### src/ptrt_pkg.sv
// Package: shared constants and controller/datapath command and status types.
`timescale 1ns / 1ps
`default_nettype none
package ptrt_pkg;

  localparam int NUM_TASKS  = 8;
  localparam int IDX_W      = (NUM_TASKS > 1) ? $clog2(NUM_TASKS) : 1;
  localparam int TIME_W     = 16;
  localparam int TICK_W     = 8;
  localparam int MASK_W     = 8;
  localparam int SLOT_W     = 3;
  localparam int CFG_ADDR_W = 3;
  localparam int CFG_DATA_W = 32;

  localparam logic [CFG_ADDR_W-1:0] ADDR_TICK_LENGTH = CFG_ADDR_W'(0);
  localparam logic [TICK_W-1:0]     TICK_RESET       = TICK_W'(1);

  localparam logic MODE_TICK = 1'b0;
  localparam logic MODE_LOAD = 1'b1;

  typedef enum logic [1:0] {
    ST_IDLE,
    ST_SCAN,
    ST_FINISH
  } state_t;

  typedef struct packed {
    logic load;
    logic scan_start;
    logic scan_step;
    logic out_load;
  } cmd_t;

  typedef struct packed {
    logic scan_last;
    logic out_free;
  } status_t;

endpackage
`default_nettype wire

### src/ptrt_ctrl.sv
// Controller: sequences load, slot scan and result handoff.
`timescale 1ns / 1ps
`default_nettype none
module ptrt_ctrl (
  input  wire                clk,
  input  wire                rst_n,
  input  wire                in_valid,
  input  wire                in_mode,
  output logic               in_stall,
  input  ptrt_pkg::status_t  status,
  output ptrt_pkg::cmd_t     cmd
);
  import ptrt_pkg::*;

  state_t state_r, state_nxt;

  always_ff @(posedge clk) begin
    if (!rst_n) begin
      state_r <= ST_IDLE;
    end else begin
      state_r <= state_nxt;
    end
  end

  always_comb begin
    state_nxt = state_r;
    cmd       = '0;
    in_stall  = 1'b1;
    case (state_r)
      ST_IDLE: begin
        in_stall = 1'b0;
        if (in_valid) begin
          if (in_mode == MODE_LOAD) begin
            cmd.load  = 1'b1;
            state_nxt = ST_FINISH;
          end else begin
            cmd.scan_start = 1'b1;
            state_nxt      = ST_SCAN;
          end
        end
      end
      ST_SCAN: begin
        cmd.scan_step = 1'b1;
        if (status.scan_last) begin
          state_nxt = ST_FINISH;
        end
      end
      ST_FINISH: begin
        if (status.out_free) begin
          cmd.out_load = 1'b1;
          state_nxt    = ST_IDLE;
        end
      end
      default: begin
        state_nxt = ST_IDLE;
      end
    endcase
  end

endmodule
`default_nettype wire

### src/ptrt_datapath.sv
// Datapath: slot counters, reload periods, valid bits, fire mask and output register.
`timescale 1ns / 1ps
`default_nettype none
module ptrt_datapath (
  input  wire                           clk,
  input  wire                           rst_n,
  input  ptrt_pkg::cmd_t                cmd,
  output ptrt_pkg::status_t             status,
  input  wire [ptrt_pkg::SLOT_W-1:0]    in_slot_index,
  input  wire [ptrt_pkg::TIME_W-1:0]    in_load_start_delay,
  input  wire [ptrt_pkg::TIME_W-1:0]    in_load_period,
  input  wire [ptrt_pkg::TICK_W-1:0]    tick_length,
  output logic                          out_valid,
  input  wire                           out_stall,
  output logic [ptrt_pkg::MASK_W-1:0]   out_fired_mask
);
  import ptrt_pkg::*;

  logic [TIME_W-1:0]    rem_r    [NUM_TASKS];
  logic [TIME_W-1:0]    reload_r [NUM_TASKS];
  logic [NUM_TASKS-1:0] valid_r;
  logic [IDX_W-1:0]     idx_r;
  logic [MASK_W-1:0]    mask_r, mask_nxt;
  logic                 out_valid_r;
  logic [MASK_W-1:0]    out_mask_r;

  logic [TIME_W-1:0]    cur_rem;
  logic [TIME_W-1:0]    rem_nxt;
  logic                 fire;
  logic                 slot_ok;
  logic [IDX_W-1:0]     load_idx;

  assign load_idx = IDX_W'(in_slot_index);
  assign slot_ok  = 32'(in_slot_index) < NUM_TASKS;
  assign cur_rem  = rem_r[idx_r];
  assign fire     = (cur_rem == '0) && valid_r[idx_r];

  always_comb begin
    if (cur_rem == '0) begin
      rem_nxt = fire ? reload_r[idx_r] : cur_rem;
    end else if (cur_rem <= TIME_W'(tick_length)) begin
      rem_nxt = '0;
    end else begin
      rem_nxt = cur_rem - TIME_W'(tick_length);
    end
  end

  assign mask_nxt = mask_r | (MASK_W'(fire) << idx_r);

  assign status.scan_last = (32'(idx_r) == NUM_TASKS - 1);
  assign status.out_free  = !out_valid_r || !out_stall;

  always_ff @(posedge clk) begin
    if (cmd.load && slot_ok) begin
      rem_r[load_idx]    <= in_load_start_delay;
      reload_r[load_idx] <= in_load_period;
    end else if (cmd.scan_step) begin
      rem_r[idx_r] <= rem_nxt;
    end
  end

  always_ff @(posedge clk) begin
    if (!rst_n) begin
      valid_r <= '0;
    end else if (cmd.load && slot_ok) begin
      valid_r[load_idx] <= 1'b1;
    end
  end

  always_ff @(posedge clk) begin
    if (cmd.load || cmd.scan_start) begin
      mask_r <= '0;
      idx_r  <= '0;
    end else if (cmd.scan_step) begin
      mask_r <= mask_nxt;
      idx_r  <= status.scan_last ? '0 : idx_r + IDX_W'(1);
    end
  end

  always_ff @(posedge clk) begin
    if (!rst_n) begin
      out_valid_r <= 1'b0;
    end else if (cmd.out_load) begin
      out_valid_r <= 1'b1;
    end else if (!out_stall) begin
      out_valid_r <= 1'b0;
    end
  end

  always_ff @(posedge clk) begin
    if (cmd.out_load) begin
      out_mask_r <= mask_r;
    end
  end

  assign out_valid      = out_valid_r;
  assign out_fired_mask = out_mask_r;

endmodule
`default_nettype wire

### src/periodic_task_release_timer_top.sv
// Top level: APB register, controller and datapath of the periodic task release timer.
// Load request: the slot is written on acceptance, then the FINISH state loads the result register.
// Tick request: the SCAN state visits one slot per cycle over all NUM_TASKS slots, then
// FINISH loads the result register; requests are taken only in IDLE. A held result adds stalls.
// The result register lets the next request enter while a result waits to be taken.
// Reset (synchronous, rst_n low) clears all slot valid bits and sets tick length to 1.
`timescale 1ns / 1ps
`default_nettype none
module periodic_task_release_timer_top (
  input  wire                               clk,
  input  wire                               rst_n,
  input  wire                               in_valid,
  output logic                              in_stall,
  input  wire                               in_mode,
  input  wire [ptrt_pkg::SLOT_W-1:0]        in_slot_index,
  input  wire [ptrt_pkg::TIME_W-1:0]        in_load_start_delay,
  input  wire [ptrt_pkg::TIME_W-1:0]        in_load_period,
  output logic                              out_valid,
  input  wire                               out_stall,
  output logic [ptrt_pkg::MASK_W-1:0]       out_fired_mask,
  input  wire                               psel,
  input  wire                               penable,
  input  wire                               pwrite,
  input  wire [ptrt_pkg::CFG_ADDR_W-1:0]    paddr,
  input  wire [ptrt_pkg::CFG_DATA_W-1:0]    pwdata,
  output logic [ptrt_pkg::CFG_DATA_W-1:0]   prdata,
  output logic                              pready
);
  import ptrt_pkg::*;

  logic [TICK_W-1:0] tick_r;
  cmd_t              cmd;
  status_t           status;

  assign pready = 1'b1;

  always_ff @(posedge clk) begin
    if (!rst_n) begin
      tick_r <= TICK_RESET;
    end else if (psel && penable && pwrite && paddr == ADDR_TICK_LENGTH) begin
      tick_r <= pwdata[TICK_W-1:0];
    end
  end

  assign prdata = (paddr == ADDR_TICK_LENGTH) ? CFG_DATA_W'(tick_r) : '0;

  ptrt_ctrl u_ctrl (
    .clk      (clk),
    .rst_n    (rst_n),
    .in_valid (in_valid),
    .in_mode  (in_mode),
    .in_stall (in_stall),
    .status   (status),
    .cmd      (cmd)
  );

  ptrt_datapath u_datapath (
    .clk                 (clk),
    .rst_n               (rst_n),
    .cmd                 (cmd),
    .status              (status),
    .in_slot_index       (in_slot_index),
    .in_load_start_delay (in_load_start_delay),
    .in_load_period      (in_load_period),
    .tick_length         (tick_r),
    .out_valid           (out_valid),
    .out_stall           (out_stall),
    .out_fired_mask      (out_fired_mask)
  );

endmodule
`default_nettype wire

### config.mk
export PLATFORM = sky130hd
export DESIGN_NAME = periodic_task_release_timer_top
export DESIGN_NICKNAME = d
export VERILOG_FILES = /design/src/ptrt_pkg.sv /design/src/ptrt_ctrl.sv /design/src/ptrt_datapath.sv /design/src/periodic_task_release_timer_top.sv
export SDC_FILE = /design/constraint.sdc
export NUM_CORES = 1
export LEC_CHECK = 0
export BUFFER_PORTS_ARGS = -buffer_cell sky130_fd_sc_hd__clkbuf_2
export CELL_PAD_IN_SITES_DETAIL_PLACEMENT = 0
export CELL_PAD_IN_SITES_GLOBAL_PLACEMENT = 1
export CORE_MARGIN = 2
export CORE_UTILIZATION = 50
export CTS_CLUSTER_DIAMETER = 100
export DETAILED_ROUTE_END_ITERATION = 16
export PLACE_DENSITY_LB_ADDON = 0.1
export SYNTH_ARGS = -nofsm -noshare
export SYNTH_HDL_FRONTEND = slang
export SYNTH_SLANG_ARGS = --single-unit
### constraint.sdc
create_clock -name clk -period 4.96 [get_ports clk]
set_clock_uncertainty 0.05 [all_clocks]
set_input_delay 0.744 -clock clk [delete_from_list [all_inputs] [get_ports clk]]
set_output_delay 0.744 -clock clk [all_outputs]
set_load 0.02 [all_outputs]
==> implementation parameters <==
Parameter                              Value

Run status
  Outcome    finished clean

Placed design
  DP Wirelength    19,100 um
  Final estimated routing congestion in global placement    between 0.8 and 0.9
  Worst slack at placement    0.707 ns
  Count of input and output buffers    71
  Instance area at placement    around 14,000 um^2

Critical path
  Element type at the critical path start    register
  Buffers & Inverters on Critical Path    0
  Largest fanout on the critical path    21
  Kind of critical path    reg2reg
  Highest cell delay on the worst timing path    0.74 ns
  Critical path, cell by cell    mux4_2 > mux2_2 > ha_1 > nand3_1 > a31oi_1 > o21ai_0 > nor2_1 > a211o_1 > nand2_1 > o21ai_0
  Slowest-stage cell, CP    sky130_fd_sc_hd__o21ai_0
  Crit path capture type    register
  CP dominant cell by count    sky130_fd_sc_hd__o21ai_0
  Kind of cell adding the most delay to the critical path    compound AO/OA/AOI/OAI gates
  Data arrival, critical path    around 4.4 ns
  Crit path required time    between 5 and 6 ns

STA
  Achievable frequency    about 0.24 GHz
  Pin slew with the least headroom to its limit    between 1 and 1.5 ns
  Final Hold Fails    0
  Min Tclk post-route    4.23 ns
  Number of max-slew violations in the final report    0
  Share of the clock period used by the worst path    roughly 85%
  Worst-case headroom to the max-slew limit    27.0%
  RSZ-0062 raised after global routing    no
  Total negative setup slack    0 ns
  Final worst setup slack    a little over 0.7 ns
  Final setup violating endpoints    0

Detailed routing
  Detail-routed via count per cell    a little under 6
  DRT antenna net count    0
  Wire length after detailed routing    28,300 um
  DR DRC count    0
  Count of TritonRoute iterations in the first routing pass    5
  Iteration-0 DRC count of the detailed router    720
  Via Count    between 7,000 and 8,000
  Final routed wire length divided by cell count    22.6 um

Synth
  Synthesized cell area    between 10,000 and 15,000 um^2
  Number of warnings printed during yosys synthesis    0
  Seq/Total Area, Yosys    between 60% and 70%
  Number of enable flip-flop cells after synthesis    roughly 260
  Yosys cell types    between 60 and 70
  Syn_area_per_cell    ~16 um^2
  Total of flip-flops plus latches after synthesis    297
  Most common flop cell mapped by yosys    sky130_fd_sc_hd__edfxtp_1
  Synthesized instance count    808
  Fraction of synthesis flops using an asynchronous set or reset pin    0%

Pwr
  Maximum vdd ir drop    0.000305 V
  Power density normalized to cell area    between 300 and 400 nW/um^2
  Leakage    4.80 nW

Die
  I/O pin count    around 120
  Die span in y    between 150 and 200 um
  Placeable core region    between 20,000 and 30,000 um^2
  Row Count    58
  Total Die Area    about 27,000 um^2
  Die extent in x    between 150 and 200 um
  Initial standard-cell utilization of the core    about 51%

Global routing
  Number of antenna violations at the first check in global routing    0
  Vias in the first global route    7,357
  First-pass GRT wire length    about 43,000 um
  Overall track demand over capacity in global routing    roughly a fifth
  Pin count of the biggest net entering global routing    36
  Final global-route overflow total    0

Cells and area
  Final antenna diode count    0
  Area Overhead vs Synth    12.4%
  Layout cell share with drive strength beyond 1    approximately a quarter
  Fill count    about 2,000
  Final net count    between 900 and 1,000
  Design Area, Final    around 15,000 um^2

Clock network
  Post-CTS repair timing setup buffer count    0
  Clock buffer count from CTS    30
  Clock latency at the later pin of the worst-skew pair    ~0.55 ns
  CTS sink cnt    just under 300
  Number of gates given a new drive strength after cts    0
  Root Buffer Master    sky130_fd_sc_hd__clkbuf_16
  Clock Pin Slew Worst Setup and Hold Paths    around 0.06 ns
  Quantity of hold-fixing buffers added after cts    0
  Number of H-tree levels    1
  Buffer levels on the longest clock path    3
  Clock tree from TritonCTS    done

Worst hold path
  Path type of the worst min-delay path    in2reg

Flow run
  Number of max-cap violations    0
## where the power goes
group	internal (mW)	switching, mW	leakage [nW]
sequential	2.79	0.0374	2.66
combinational	0.217	0.307	1.71
clock	1.18	0.877	0.440
## cells by family (layout without fill, tap and decap cells)
| kind of cell | Yosys count | after routing | synth area share [%] |
|---|---|---|---|
| AO/OA/AOI/OAI | 102 | 102 | 5.38 |
| XOR/XNOR | 8 | 8 | 0.540 |
| adder cells (fa/ha/maj) | 13 | 13 | 1.31 |
| buffers and inverters | 78 | 167 | 3.31 |
| flip-flops | 297 | 297 | 66.2 |
| multiplexers | 105 | 105 | 14.9 |
| other | 2 | 25 | 0.0579 |
| AND/OR/NAND/NOR | 203 | 203 | 8.35 |
## stage by stage
step                util (%)  power [mW]  hold WS (ns)  instances
floorplan                  -        3.26         0.358        831
global route            57.6        5.62         0.375       1250
CTS                     57.6        5.46         0.354       1250
finish                  57.6        5.42         0.375       1250
global placement        54.0        3.40         0.361       1195
detailed placement      54.0        3.41         0.373       1195
## cell usage after synthesis, drive strengths merged (3+ instances only)
| master | instances | area [um^2] |
|---|---|---|
| a31oi | 9 | 56.3 |
| a21oi | 16 | 80.1 |
| mux4 | 66 | 1510 |
| nand3b | 5 | 41.3 |
| nand3 | 10 | 62.6 |
| mux2 | 14 | 158 |
| a221oi | 8 | 76.3 |
| nor2b | 15 | 93.8 |
| or4 | 4 | 30.0 |
| inv | 16 | 60.1 |
| a21boi | 3 | 22.5 |
| ha | 12 | 150 |
| nand2b | 10 | 62.6 |
| mux2i | 25 | 267 |
| xnor2 | 4 | 35.0 |
| a211oi | 5 | 37.5 |
| o21a | 12 | 90.1 |
| nor2 | 68 | 255 |
| a22oi | 3 | 22.5 |
| o21ai | 21 | 105 |
| a31o | 3 | 26.3 |
| and2 | 9 | 56.3 |
| and4 | 3 | 26.3 |
| buf | 47 | 313 |
| or2 | 3 | 18.8 |
| edfxtp | 264 | 7930 |
| o22ai | 3 | 18.8 |
| nand4 | 4 | 25.0 |
| nor4 | 9 | 71.3 |
| or3 | 9 | 56.3 |
| clkbuf | 15 | 56.3 |
| o211ai | 5 | 37.5 |
| dfxtp | 33 | 661 |
| xor2 | 4 | 35.0 |
| nor3 | 17 | 96.4 |
| nand2 | 29 | 109 |
## layer usage
| layer | track usage [%] | routed length [um] | part of all wire, % |
|---|---|---|---|
| met5 | 0 | 0 | 0 |
| met4 | 5.14 | 493 | 1.7 |
| met3 | 3.22 | 1610 | 5.7 |
| met2 | 34.5 | 13600 | 48 |
| met1 | 31.0 | 12600 | 44 |
## final timing paths
kind	from	end	slack, ns	depth (start not counted)
worst min register to register	u_datapath.mask_r[6]	u_datapath.out_fired_mask[6]	0.38	0
worst max register to register	register	u_datapath.rem_r[7][13]	0.73	10
worst min-delay path	pwdata[0]	tick_r[0]	0.37	3
worst max-delay path	register	u_datapath.rem_r[7][13]	0.73	10
## registers in the layout, summed over array words and instances (netlist names), named ones only
name and count:
u_datapath.out_fired_mask 8, u_datapath.valid_r 8, u_datapath.reload_r 128, u_datapath.mask_r 8
u_datapath.idx_r 3, u_ctrl.state_r 2, tick_r 8, u_datapath.rem_r 128
u_datapath.out_valid 1
## tightest hold or removal path, stage by stage
cell                       delay, ns
sky130_fd_sc_hd__clkbuf_2       0.08
sky130_fd_sc_hd__mux2i_1        0.06
sky130_fd_sc_hd__nand2_1        0.06
## placed cells by master (no fill, tap or decap), types with 12 or more instances in the layout
cell	instances
sky130_fd_sc_hd__edfxtp_1	264
sky130_fd_sc_hd__clkbuf_2	71
sky130_fd_sc_hd__nor2_1	68
sky130_fd_sc_hd__mux4_2	61
sky130_fd_sc_hd__clkbuf_16	31
sky130_fd_sc_hd__dfxtp_1	30
sky130_fd_sc_hd__nand2_1	29
sky130_fd_sc_hd__conb_1	25
sky130_fd_sc_hd__buf_4	25
sky130_fd_sc_hd__mux2i_1	22
sky130_fd_sc_hd__o21ai_0	21
sky130_fd_sc_hd__inv_1	16
sky130_fd_sc_hd__a21oi_1	16
sky130_fd_sc_hd__mux2_2	14
sky130_fd_sc_hd__nor3_1	14
sky130_fd_sc_hd__nor2b_1	14
sky130_fd_sc_hd__o21a_1	12
sky130_fd_sc_hd__ha_1	12
## final cells by class
cell class,instances,area (um^2),area share [%]
well taps,330,413,2.83
inverters,16,60.1,0.412
clock buffers,38,802,5.50
flip-flops and latches,297,8600,58.9
multi-input cells,456,4070,27.9
repair buffers,96,543,3.72
clock inverters,17,104,0.712
(Power assumes the default switching activity.)
